[src/hw/rtl/maa_pkg.sv]
`timescale 1ns / 1ps

package maa_pkg;

    localparam int WORD_W   = 32;
    localparam int CFG_IDX_W = 2;

    localparam logic [CFG_IDX_W-1:0] REG_KEY_J = 2'd0;
    localparam logic [CFG_IDX_W-1:0] REG_KEY_K = 2'd1;

    localparam logic [WORD_W-1:0] OR_MASK_F  = 32'h0204_0801;
    localparam logic [WORD_W-1:0] OR_MASK_G  = 32'h0080_4021;
    localparam logic [WORD_W-1:0] AND_MASK_F = 32'hBFEF_7FDF;
    localparam logic [WORD_W-1:0] AND_MASK_G = 32'h7DFE_FBFF;
    localparam logic [7:0]        BYTE_ONES  = 8'hFF;

    typedef enum logic [3:0] {
        OP_J1, OP_K1, OP_Q, OP_A2, OP_B2, OP_TA, OP_TB, OP_XAB, OP_X, OP_Y, OP_F, OP_G
    } opnd_t;

    typedef enum logic [1:0] {RED_M1, RED_M2, RED_M2A} red_t;

    typedef enum logic [2:0] {D_A2, D_B2, D_TA, D_TB, D_H5, D_X, D_Y} dst_t;

    typedef enum logic [2:0] {H_4, H_6, H_7, H_8, H_9} hreg_t;

    typedef enum logic [1:0] {SRC_WORD, SRC_S, SRC_T} src_t;

    typedef struct packed {
        logic  bp_load;
        logic  mul_en;
        opnd_t a_sel;
        opnd_t b_sel;
        logic  red_en;
        red_t  red_op;
        dst_t  dst;
        logic  h_en;
        hreg_t h_dst;
        logic  kc_load;
        logic  in_load;
        logic  chain_init;
        logic  prep_en;
        src_t  src;
        logic  z_en;
    } cmd_t;

    localparam cmd_t CMD_NOP = '0;

endpackage

[src/hw/rtl/maa_datapath.sv]
`timescale 1ns / 1ps

module maa_datapath
    import maa_pkg::*;
(
    input  logic                 aclk,
    input  logic                 aresetn,
    input  logic                 cfg_we,
    input  logic [CFG_IDX_W-1:0] cfg_index,
    input  logic [WORD_W-1:0]    cfg_wdata,
    input  logic [WORD_W-1:0]    s_message_word,
    input  cmd_t                 cmd,
    output logic [WORD_W-1:0]    mac_value
);

    logic [WORD_W-1:0] key_j_reg, key_k_reg;
    logic [WORD_W-1:0] j1_reg, k1_reg, q_reg;
    logic [WORD_W-1:0] a2_reg, b2_reg, ta_reg, tb_reg;
    logic [WORD_W-1:0] h4_reg, h5_reg, h6_reg, h7_reg, h8_reg, h9_reg;
    logic [WORD_W-1:0] x0_reg, y0_reg, v0_reg, w_reg, s_reg, t_reg;
    logic [WORD_W-1:0] x_reg, y_reg, v_reg, f_reg, g_reg, word_reg, mac_reg;
    logic [2*WORD_W-1:0] prod_reg;

    logic [WORD_W-1:0] opa, opb, red_val, src_val, v_rot, e_val, xw, yw;
    logic [71:0] bp_key, bp_a, bp_b, bp_c;
    logic [8:0]  p_inc;

    function automatic logic [71:0] byte_pattern(input logic [63:0] joined);
        logic [63:0] outv;
        logic [7:0]  p;
        logic [7:0]  b;
        outv = '0;
        p = '0;
        for (int i = 0; i < 8; i++) begin
            b = joined[63-8*i -: 8];
            p = {p[6:0], 1'b0};
            if (b == 8'h00 || b == BYTE_ONES) begin
                p = p + 8'd1;
                b = b ^ p;
            end
            outv = {outv[55:0], b};
        end
        return {outv, p};
    endfunction

    function automatic logic [WORD_W-1:0] red_one(input logic [63:0] pr);
        logic [WORD_W:0] s;
        s = {1'b0, pr[63:32]} + {1'b0, pr[31:0]};
        return s[WORD_W-1:0] + WORD_W'(s[WORD_W]);
    endfunction

    function automatic logic [WORD_W-1:0] red_two(input logic [63:0] pr);
        logic [WORD_W:0]   d;
        logic [WORD_W-1:0] f;
        logic [WORD_W:0]   s;
        d = {pr[63:32], 1'b0};
        f = d[WORD_W-1:0] + {30'd0, d[WORD_W], 1'b0};
        s = {1'b0, f} + {1'b0, pr[31:0]};
        return s[WORD_W-1:0] + {30'd0, s[WORD_W], 1'b0};
    endfunction

    function automatic logic [WORD_W-1:0] red_two_a(input logic [63:0] pr);
        logic [WORD_W:0] s;
        s = {1'b0, pr[62:32], 1'b0} + {1'b0, pr[31:0]};
        return s[WORD_W-1:0] + {30'd0, s[WORD_W], 1'b0};
    endfunction

    always_comb begin
        case (cmd.a_sel)
            OP_J1:   opa = j1_reg;
            OP_K1:   opa = k1_reg;
            OP_Q:    opa = q_reg;
            OP_A2:   opa = a2_reg;
            OP_B2:   opa = b2_reg;
            OP_TA:   opa = ta_reg;
            OP_TB:   opa = tb_reg;
            OP_XAB:  opa = ta_reg ^ tb_reg;
            OP_X:    opa = x_reg;
            OP_Y:    opa = y_reg;
            OP_F:    opa = f_reg;
            OP_G:    opa = g_reg;
            default: opa = '0;
        endcase
        case (cmd.b_sel)
            OP_J1:   opb = j1_reg;
            OP_K1:   opb = k1_reg;
            OP_Q:    opb = q_reg;
            OP_A2:   opb = a2_reg;
            OP_B2:   opb = b2_reg;
            OP_TA:   opb = ta_reg;
            OP_TB:   opb = tb_reg;
            OP_XAB:  opb = ta_reg ^ tb_reg;
            OP_X:    opb = x_reg;
            OP_Y:    opb = y_reg;
            OP_F:    opb = f_reg;
            OP_G:    opb = g_reg;
            default: opb = '0;
        endcase
        case (cmd.red_op)
            RED_M1:  red_val = red_one(prod_reg);
            RED_M2:  red_val = red_two(prod_reg);
            default: red_val = red_two_a(prod_reg);
        endcase
        case (cmd.src)
            SRC_S:   src_val = s_reg;
            SRC_T:   src_val = t_reg;
            default: src_val = word_reg;
        endcase
    end

    assign bp_key = byte_pattern({key_j_reg, key_k_reg});
    assign bp_a   = byte_pattern({h4_reg, h5_reg});
    assign bp_b   = byte_pattern({h6_reg, h7_reg});
    assign bp_c   = byte_pattern({h8_reg, h9_reg});
    assign p_inc  = {1'b0, bp_key[7:0]} + 9'd1;

    assign v_rot = {v_reg[WORD_W-2:0], v_reg[WORD_W-1]};
    assign e_val = v_rot ^ w_reg;
    assign xw    = x_reg ^ src_val;
    assign yw    = y_reg ^ src_val;

    always_ff @(posedge aclk) begin
        if (!aresetn) begin
            key_j_reg <= '0;
            key_k_reg <= '0;
        end else if (cfg_we) begin
            if (cfg_index == REG_KEY_J) key_j_reg <= cfg_wdata;
            if (cfg_index == REG_KEY_K) key_k_reg <= cfg_wdata;
        end
    end

    always_ff @(posedge aclk) begin
        if (cmd.bp_load) begin
            j1_reg <= bp_key[71:40];
            k1_reg <= bp_key[39:8];
            q_reg  <= {14'd0, 18'(p_inc) * 18'(p_inc)};
        end
        if (cmd.mul_en) prod_reg <= opa * opb;
        if (cmd.red_en) begin
            case (cmd.dst)
                D_A2:    a2_reg <= red_val;
                D_B2:    b2_reg <= red_val;
                D_TA:    ta_reg <= red_val;
                D_TB:    tb_reg <= red_val;
                D_H5:    h5_reg <= red_val;
                D_X:     x_reg  <= red_val;
                default: y_reg  <= red_val;
            endcase
        end
        if (cmd.h_en) begin
            case (cmd.h_dst)
                H_4:     h4_reg <= ta_reg ^ tb_reg;
                H_6:     h6_reg <= ta_reg ^ tb_reg;
                H_7:     h7_reg <= ta_reg ^ tb_reg;
                H_8:     h8_reg <= ta_reg ^ tb_reg;
                default: h9_reg <= ta_reg ^ tb_reg;
            endcase
        end
        if (cmd.kc_load) begin
            x0_reg <= bp_a[71:40];
            y0_reg <= bp_a[39:8];
            v0_reg <= bp_b[71:40];
            w_reg  <= bp_b[39:8];
            s_reg  <= bp_c[71:40];
            t_reg  <= bp_c[39:8];
        end
        if (cmd.in_load) word_reg <= s_message_word;
        if (cmd.chain_init) begin
            x_reg <= x0_reg;
            y_reg <= y0_reg;
            v_reg <= v0_reg;
        end
        if (cmd.prep_en) begin
            v_reg <= v_rot;
            x_reg <= xw;
            y_reg <= yw;
            f_reg <= ((e_val + yw) | OR_MASK_F) & AND_MASK_F;
            g_reg <= ((e_val + xw) | OR_MASK_G) & AND_MASK_G;
        end
        if (cmd.z_en) mac_reg <= x_reg ^ y_reg;
    end

    assign mac_value = mac_reg;

endmodule

[src/hw/rtl/maa_controller.sv]
`timescale 1ns / 1ps

module maa_controller
    import maa_pkg::*;
(
    input  logic aclk,
    input  logic aresetn,
    input  logic key_wr,
    input  logic s_valid,
    output logic s_ready,
    input  logic s_last_word,
    input  logic s_empty_message,
    output logic m_valid,
    input  logic m_ready,
    output cmd_t cmd
);

    typedef enum logic [6:0] {
        ST_EXPAND = 7'b0000001,
        ST_IDLE   = 7'b0000010,
        ST_PREP   = 7'b0000100,
        ST_MX     = 7'b0001000,
        ST_RXMY   = 7'b0010000,
        ST_RY     = 7'b0100000,
        ST_OUT    = 7'b1000000
    } state_t;

    localparam logic [5:0] EXP_LAST = 6'd44;

    state_t     state_reg, state_next;
    logic [5:0] step_reg, step_next;
    src_t       src_reg, src_next;
    logic       last_reg, last_next;
    logic       inmsg_reg, inmsg_next;
    logic       mv_reg, mv_next;

    function automatic cmd_t c_mul(input opnd_t a, input opnd_t b);
        cmd_t c;
        c = CMD_NOP;
        c.mul_en = 1'b1;
        c.a_sel = a;
        c.b_sel = b;
        return c;
    endfunction

    function automatic cmd_t c_red(input red_t op, input dst_t d);
        cmd_t c;
        c = CMD_NOP;
        c.red_en = 1'b1;
        c.red_op = op;
        c.dst = d;
        return c;
    endfunction

    function automatic cmd_t c_hx(input hreg_t h);
        cmd_t c;
        c = CMD_NOP;
        c.h_en = 1'b1;
        c.h_dst = h;
        return c;
    endfunction

    function automatic cmd_t exp_cmd(input logic [5:0] step);
        cmd_t c;
        c = CMD_NOP;
        case (step)
            6'd0:  c.bp_load = 1'b1;
            6'd1:  c = c_mul(OP_J1, OP_J1);
            6'd2:  c = c_red(RED_M1, D_A2);
            6'd3:  c = c_mul(OP_J1, OP_J1);
            6'd4:  c = c_red(RED_M2, D_B2);
            6'd5:  c = c_mul(OP_A2, OP_A2);
            6'd6:  c = c_red(RED_M1, D_TA);
            6'd7:  c = c_mul(OP_B2, OP_B2);
            6'd8:  c = c_red(RED_M2, D_TB);
            6'd9:  c = c_hx(H_4);
            6'd10: c = c_mul(OP_A2, OP_TA);
            6'd11: c = c_red(RED_M1, D_TA);
            6'd12: c = c_mul(OP_B2, OP_TB);
            6'd13: c = c_red(RED_M2, D_TB);
            6'd14: c = c_hx(H_6);
            6'd15: c = c_mul(OP_A2, OP_TA);
            6'd16: c = c_red(RED_M1, D_TA);
            6'd17: c = c_mul(OP_B2, OP_TB);
            6'd18: c = c_red(RED_M2, D_TB);
            6'd19: c = c_hx(H_8);
            6'd20: c = c_mul(OP_K1, OP_K1);
            6'd21: c = c_red(RED_M1, D_A2);
            6'd22: c = c_mul(OP_K1, OP_K1);
            6'd23: c = c_red(RED_M2, D_B2);
            6'd24: c = c_mul(OP_A2, OP_A2);
            6'd25: c = c_red(RED_M1, D_TA);
            6'd26: c = c_mul(OP_B2, OP_B2);
            6'd27: c = c_red(RED_M2, D_TB);
            6'd28: c = c_mul(OP_K1, OP_TA);
            6'd29: c = c_red(RED_M1, D_TA);
            6'd30: c = c_mul(OP_K1, OP_TB);
            6'd31: c = c_red(RED_M2, D_TB);
            6'd32: c = c_mul(OP_XAB, OP_Q);
            6'd33: c = c_red(RED_M2, D_H5);
            6'd34: c = c_mul(OP_A2, OP_TA);
            6'd35: c = c_red(RED_M1, D_TA);
            6'd36: c = c_mul(OP_B2, OP_TB);
            6'd37: c = c_red(RED_M2, D_TB);
            6'd38: c = c_hx(H_7);
            6'd39: c = c_mul(OP_A2, OP_TA);
            6'd40: c = c_red(RED_M1, D_TA);
            6'd41: c = c_mul(OP_B2, OP_TB);
            6'd42: c = c_red(RED_M2, D_TB);
            6'd43: c = c_hx(H_9);
            6'd44: c.kc_load = 1'b1;
            default: c = CMD_NOP;
        endcase
        return c;
    endfunction

    always_comb begin
        state_next = state_reg;
        step_next  = step_reg;
        src_next   = src_reg;
        last_next  = last_reg;
        inmsg_next = inmsg_reg;
        mv_next    = mv_reg && !m_ready;
        cmd        = CMD_NOP;
        unique case (state_reg)
            ST_EXPAND: begin
                cmd = exp_cmd(step_reg);
                if (step_reg == EXP_LAST) begin
                    state_next = ST_IDLE;
                    step_next  = '0;
                end else begin
                    step_next = step_reg + 6'd1;
                end
            end
            ST_IDLE: begin
                if (s_valid) begin
                    cmd.in_load    = 1'b1;
                    cmd.chain_init = !inmsg_reg;
                    inmsg_next     = !s_last_word;
                    last_next      = s_last_word;
                    src_next       = (s_last_word && s_empty_message) ? SRC_S : SRC_WORD;
                    state_next     = ST_PREP;
                end
            end
            ST_PREP: begin
                cmd.prep_en = 1'b1;
                cmd.src     = src_reg;
                state_next  = ST_MX;
            end
            ST_MX: begin
                cmd        = c_mul(OP_X, OP_F);
                state_next = ST_RXMY;
            end
            ST_RXMY: begin
                cmd        = c_red(RED_M1, D_X);
                cmd.mul_en = 1'b1;
                cmd.a_sel  = OP_Y;
                cmd.b_sel  = OP_G;
                state_next = ST_RY;
            end
            ST_RY: begin
                cmd = c_red(RED_M2A, D_Y);
                unique case (src_reg)
                    SRC_WORD: begin
                        src_next   = SRC_S;
                        state_next = last_reg ? ST_PREP : ST_IDLE;
                    end
                    SRC_S: begin
                        src_next   = SRC_T;
                        state_next = ST_PREP;
                    end
                    default: state_next = ST_OUT;
                endcase
            end
            ST_OUT: begin
                if (!mv_reg || m_ready) begin
                    cmd.z_en   = 1'b1;
                    mv_next    = 1'b1;
                    state_next = ST_IDLE;
                end
            end
            default: state_next = ST_EXPAND;
        endcase
        if (key_wr) begin
            state_next = ST_EXPAND;
            step_next  = '0;
            inmsg_next = 1'b0;
        end
    end

    always_ff @(posedge aclk) begin
        if (!aresetn) begin
            state_reg <= ST_EXPAND;
            step_reg  <= '0;
            src_reg   <= SRC_WORD;
            last_reg  <= 1'b0;
            inmsg_reg <= 1'b0;
            mv_reg    <= 1'b0;
        end else begin
            state_reg <= state_next;
            step_reg  <= step_next;
            src_reg   <= src_next;
            last_reg  <= last_next;
            inmsg_reg <= inmsg_next;
            mv_reg    <= mv_next;
        end
    end

    assign s_ready = (state_reg == ST_IDLE);
    assign m_valid = mv_reg;

    a_no_overwrite: assert property (@(posedge aclk) disable iff (!aresetn)
        cmd.z_en |-> (!mv_reg || m_ready))
        else $error("result overwritten before it was taken");

    a_chain_init: assert property (@(posedge aclk) disable iff (!aresetn)
        (s_valid && s_ready && !inmsg_reg) |-> cmd.chain_init)
        else $error("message started without loading the chain");

    a_valid_source: assert property (@(posedge aclk) disable iff (!aresetn)
        $rose(mv_reg) |-> ($past(state_reg) == ST_OUT))
        else $error("result raised outside the output state");

endmodule

[src/hw/rtl/maa_message_authenticator_top.sv]
`timescale 1ns / 1ps

// MAA message authenticator. After reset and after every write of key_j or key_k the
// block expands the key in the ST_EXPAND state, with s_ready low; a word that is being
// absorbed then is abandoned. Each word is accepted in ST_IDLE and absorbed by one
// round of ST_PREP, ST_MX, ST_RXMY and ST_RY; a last word adds two rounds for S and T
// and the ST_OUT state to register Z (an empty last word is not itself absorbed).
// Rounds are serialised by the single shared 32x32 multiplier, which every round uses
// twice, with a product register between multiplication and reduction.
module maa_message_authenticator_top
    import maa_pkg::*;
(
    input  logic                 aclk,
    input  logic                 aresetn,
    input  logic                 cfg_we,
    input  logic [CFG_IDX_W-1:0] cfg_index,
    input  logic [WORD_W-1:0]    cfg_wdata,
    input  logic                 s_valid,
    output logic                 s_ready,
    input  logic [WORD_W-1:0]    s_message_word,
    input  logic                 s_last_word,
    input  logic                 s_empty_message,
    output logic                 m_valid,
    input  logic                 m_ready,
    output logic [WORD_W-1:0]    m_mac_value
);

    cmd_t cmd;
    logic key_wr;

    assign key_wr = cfg_we && (cfg_index == REG_KEY_J || cfg_index == REG_KEY_K);

    maa_controller u_ctrl (
        .aclk            (aclk),
        .aresetn         (aresetn),
        .key_wr          (key_wr),
        .s_valid         (s_valid),
        .s_ready         (s_ready),
        .s_last_word     (s_last_word),
        .s_empty_message (s_empty_message),
        .m_valid         (m_valid),
        .m_ready         (m_ready),
        .cmd             (cmd)
    );

    maa_datapath u_dp (
        .aclk           (aclk),
        .aresetn        (aresetn),
        .cfg_we         (cfg_we),
        .cfg_index      (cfg_index),
        .cfg_wdata      (cfg_wdata),
        .s_message_word (s_message_word),
        .cmd            (cmd),
        .mac_value      (m_mac_value)
    );

endmodule

[config.mk]
export PLATFORM = sky130hd
export DESIGN_NAME = maa_message_authenticator_top
export DESIGN_NICKNAME = d
export VERILOG_FILES = /design/src/hw/rtl/maa_pkg.sv /design/src/hw/rtl/maa_datapath.sv /design/src/hw/rtl/maa_controller.sv /design/src/hw/rtl/maa_message_authenticator_top.sv
export SDC_FILE = /design/constraint.sdc
export NUM_CORES = 2
export LEC_CHECK = 0
export ABC_AREA = 1
export BUFFER_PORTS_ARGS = -buffer_cell sky130_fd_sc_hd__buf_2
export CORE_UTILIZATION = 55
export DETAILED_ROUTE_END_ITERATION = 8
export HOLD_SLACK_MARGIN = 0.06
export PLACE_DENSITY = 0.8
export SLEW_MARGIN = 20
export SYNTH_ARGS = -nofsm -noshare
export SYNTH_HDL_FRONTEND = slang
export SYNTH_SLANG_ARGS = --single-unit
[constraint.sdc]
create_clock -name aclk -period 15.97 [get_ports aclk]
set_clock_uncertainty 0.15 [all_clocks]
set_input_delay 1.597 -clock aclk [delete_from_list [all_inputs] [get_ports aclk]]
set_output_delay 1.597 -clock aclk [all_outputs]
set_load 0.01 [all_outputs]
# == Word level (Yosys, flattened, before mapping) ==
# Cells that the tools add are included.
# W data, S select, Z words.
# classes
addsub,39
mul,2
eq_ne,123
mux,97
n_bitwise,39
n_reduce_logical,115
# ops
cell,n
$pmux W32 S12,2
$pmux W19 S19,1
$mux W32,10
$eq A8 B8 Y1 const B,32
$logic_not A8 Y1,32
$mux W8,29
$xor A8 B8 Y8,28
$mux W7,23
$add A8 B1 Y8 const B,20
$xor A32 B32 Y32,5
$pmux W32 S2,2
$add A32 B32 Y33,3
$add A32 B2 Y32,3
$eq A6 B5 Y1 const B,16
$pmux W21 S4,1
$eq A6 B6 Y1 const B,13
$mul A32 B32 Y64,1
$pmux W7 S7,1
$eq A6 B4 Y1 const B,8
$logic_or A1 B1 Y1,34
$add A32 B1 Y32,1
$add A32 B32 Y32,1
$eq A4 B3 Y1 const B,8
$eq A4 B4 Y1 const B,8
48 further kinds,133
# totals
regBits,948
out_inout_bits,34
wordCells,450

# == Longest topological paths before layout ==
# depth
depth_word,19
depth_mapped,54
mapped_depth_nobuf,50

# == By module ==
# Synthesis repeated with hierarchy kept, for this count alone.
# hier_totals
cells_unflattened,10976
hier_area_um2,91238.8
# modules_own_cells
mod,instances,cells_per_inst,area_per_inst_um2,seq_area_each_um2
maa_datapath,1,10693,89651.0,27256.1
maa_controller,1,281,1577.8,360.3
maa_message_authenticator_top,1,2,10.0,0.0

# == Worst setup path after synthesis ==
# No wires, ideal clock.
# synth_timing
path_type,flip-flop to flip-flop
from,reg u_ctrl.state_reg[6]
to,"reg u_dp.s_reg[0], enable pin"
setup_ns,0.981
t_arrival_ns,13.925
path_slack_ns,0.914
path_stages_with_launch,5
synth_period_minus_slack_ns,15.056
path_cell_list,dfxtp_1 nor3_2 nand4_1 clkbuf_1 nor3_1
# synth_rtl
item,line,rtl
start: declaration,maa_controller.sv:30,"state_t state_reg, state_next;"
start signal: assignment,maa_controller.sv:200,state_reg <= state_next;
end signal: assignment,maa_datapath.sv:164,s_reg <= bp_c[71:40];
end: declaration,maa_datapath.sv:20,"logic [WORD_W-1:0] x0_reg, y0_reg, v0_reg, w_reg, s_reg, t_reg;"

# == Final worst setup path ==
# layout_timing
from,reg u_ctrl.state_reg[6]
to,"reg u_dp.prod_reg[58], data pin"
# layout_via
elab_chain_len,5
# layout_rtl
item,line,rtl
"$eq A7 B6 Y1, or another cell as far along",maa_controller.sv:125,unique case (state_reg)
$pmux W21 S4 (*),maa_controller.sv:125,
"$eq A4 B4 Y1, or another cell as far along",maa_datapath.sv:69,case (cmd.a_sel)
$pmux W32 S12 (on tied branches),"maa_datapath.sv:69, maa_datapath.sv:84",
$mul A32 B32 Y64 (*),maa_datapath.sv:138,if (cmd.mul_en) prod_reg <= opa * opb;
end signal: assignment,maa_datapath.sv:138,
end: declaration,maa_datapath.sv:22,logic [2*WORD_W-1:0] prod_reg;
# Mark *: on every way between the ends. The rest lies on a longest branch, timed or not.
# A chain may end at the register's enable or synchronous reset.

==> out/results.ini <==
[layout]
fin_area_um2 = 95210
area_delta_synth_final_pct = 7.003
register_area_um2 = 27620
final_cell_count_no_fill = 12750
layout-drive-gt1-share = 0.04760
multiInputGateArea_um2 = 51500
fillers = 13830
largest_reg_flops = 64
fin_util = 0.5930
nets = 11980

[place]
dp.cells = 12570
post-dp-hpwl_um = 251400
place_area_um2 = 92030
portBuffers = 106
gp_congestion = 1.047

[route]
drt_first_pass_iters = 9
wl_per_cell_um = 24.66
drt_iter0_drc = 9371
remaining_drc_errors = 1
wl_um = 314500
viasPerCell = 5.834
ant_nets = 0
vias = 74390

[die]
die_y_um = 404.2
fp.coreArea_um2 = 160600
die_width_um = 404.2
start_util = 0.5541
io_pins = 107
rows = 147
die_area_um2 = 163400

[clock_tree]
cts_tree = built
ctsHoldBuffers = 0
clkTransAtPathRegs_ps = 60
postCtsResizedCells = 0
cts-root-buf = clkbuf_16
clock_latency_ps = 730
htreeDepth = 3
cts_sinks = 947
cts_buffers = 93
cts_setup_buffers = 0
clk_path_buf_depth = 3

[timing]
finalHoldViolations = 0
setup_violations = 0
finalMaxSlewViolations = 0
tightest_slew_ps = 1214
slew_headroom = 0.1905
max_clock_freq_mhz = 77.81
period_share = 0.8047
setup_tns_ps = 0
min_period_ps = 12850
grt_setup_unrepaired = no

[worst_setup_path]
path_max_fanout = 22
critical-path-max-stage-delay_ps = 880
worstRegToRegCells = 32
rr_startpoint = u_ctrl.state_reg[6]
critPathArrivalTime_ps = 13130
regToRegEndpoint = u_dp.prod_reg[58]
critPathBufInv = 8
cpMostUsedCell = fa_1
path_depth = 32
worst_setup_path_end_kind = register
cp_slowest_cell = inv_1
cp_data_required_time_ps = 16250
path_class = register to register
crit_family = adder cells
r2r_slack_ps = 3120
cp-start-kind = register

[worst_hold_path]
hold_end = u_dp.k1_reg[30]
min_from = u_dp.key_k_reg[30]
min_path_cells = 0
worstHoldPathType = register to register

[grt]
grt_max_degree = 80
grt_first_pass_wirelength_um = 460800
grt-ovfl-total = 0
antenna_found_initial = 12
track_usage = 0.3840
grt_pass1_vias = 73720

[yosys]
synth_top_flop_cell = edfxtp_1
syn-cell-area_um2 = 88980
ys_async_sr_fraction = 0
synth_warnings = 0
synthCells = 10470
synth_seq_area_share = 0.3104
synth-seq-cells = 947
synth_top_area_frac = 0.2919
yosysMostFrequentCell = nand2_1
yosysTopAreaCell = edfxtp_1
synth.top_cells.by_area = edfxtp_1 29%, fa_1 21%, nand2_1 10%
ys_top_cells_by_count = 2469 x nand2_1, 2302 x inv_1, 935 x fa_1
synth-edff-count = 865
synth.distinct_cells = 68
postSynthAreaPerCell_um2 = 8.502

[run_status]
status = finished, violations left
violations = design-rule violations

[run]
maxCapViolCount = 0

layout by cell type (no fill, tap or decap), types with 28 or more instances in the layout:
cell,n
a221o_1,31
nand3_1,312
nand2_1,2466
dfxtp_1,82
nand4_1,136
o22ai_1,87
o21bai_1,28
xnor2_1,144
clkbuf_16,95
xor2_1,293
inv_1,2300
buf_4,115
a21oi_1,434
buf_2,106
a31oi_1,68
nor4_1,43
nor2_1,734
ha_1,465
nor3_1,75
edfxtp_1,865
inv_2,45
o21ai_0,309
clkinv_1,29
fa_1,935
how the worst max path moves through the flow:
stage,from,endpoint,slack (ps)
4_1_cts,u_ctrl.state_reg[6],u_dp.prod_reg[58],3410
5_1_grt,u_ctrl.state_reg[6],u_dp.prod_reg[58],2740
2_1_floorplan,u_ctrl.state_reg[6],u_dp.s_reg[0],910
3_5_place_dp,u_ctrl.state_reg[6],u_dp.prod_reg[58],3490
6_report,u_ctrl.state_reg[6],u_dp.prod_reg[58],3120
3_3_place_gp,u_ctrl.state_reg[6],u_dp.prod_reg[58],3430
kinds of logic (layout without fill, tap and decap cells):
kind of cell,count (synthesis),in the layout,synth area share
fa+ha+maj,1400,1400,0.2758
other cells,2,8,0.00008440
compound gates,1152,1152,0.07593
simple gates,3899,3899,0.1811
buf+inv,2628,2749,0.1138
flops,947,947,0.3104
xor+xnor,437,437,0.04302
area by class of cell:
class	instances	share of cell area
clock buffers	111	0.02571
inverters	2351	0.09270
clock inverters	63	0.007110
well taps	2160	0.02839
flip-flops and latches	947	0.2901
diodes	3	0.00007885
repair buffers	224	0.01509
multi-input cells	6893	0.5409
metrics by stage:
stage,setup WS (ps),hold slack (ps)
after floorplan,914.2,258.2
after global placement,3426,281.0
after detailed placement,3488,295.9
after CTS,3412,316.0
after global routing,2736,327.8
final,3118,318.8
layer usage:
layer	share of wire	global-route usage
met2	0.44	0.5915
met3	0.12	0.09469
met5	0.00075	0.008623
met4	0.067	0.2107
met1	0.37	0.4972
worst register-to-register path: cells and delay by family (launching register included):
kind,cells,cell delay (ps)
flip-flops,1,350
XOR/XNOR,1,70
adder cells (fa/ha/maj),9,4390
AO/OA/AOI/OAI,1,450
buffers and inverters,8,2750
AND/OR/NAND/NOR,13,4380
Power is left out: the tool's default activity adds up to more than one toggle a clock period on the data nets, which glitch-free logic cannot reach.
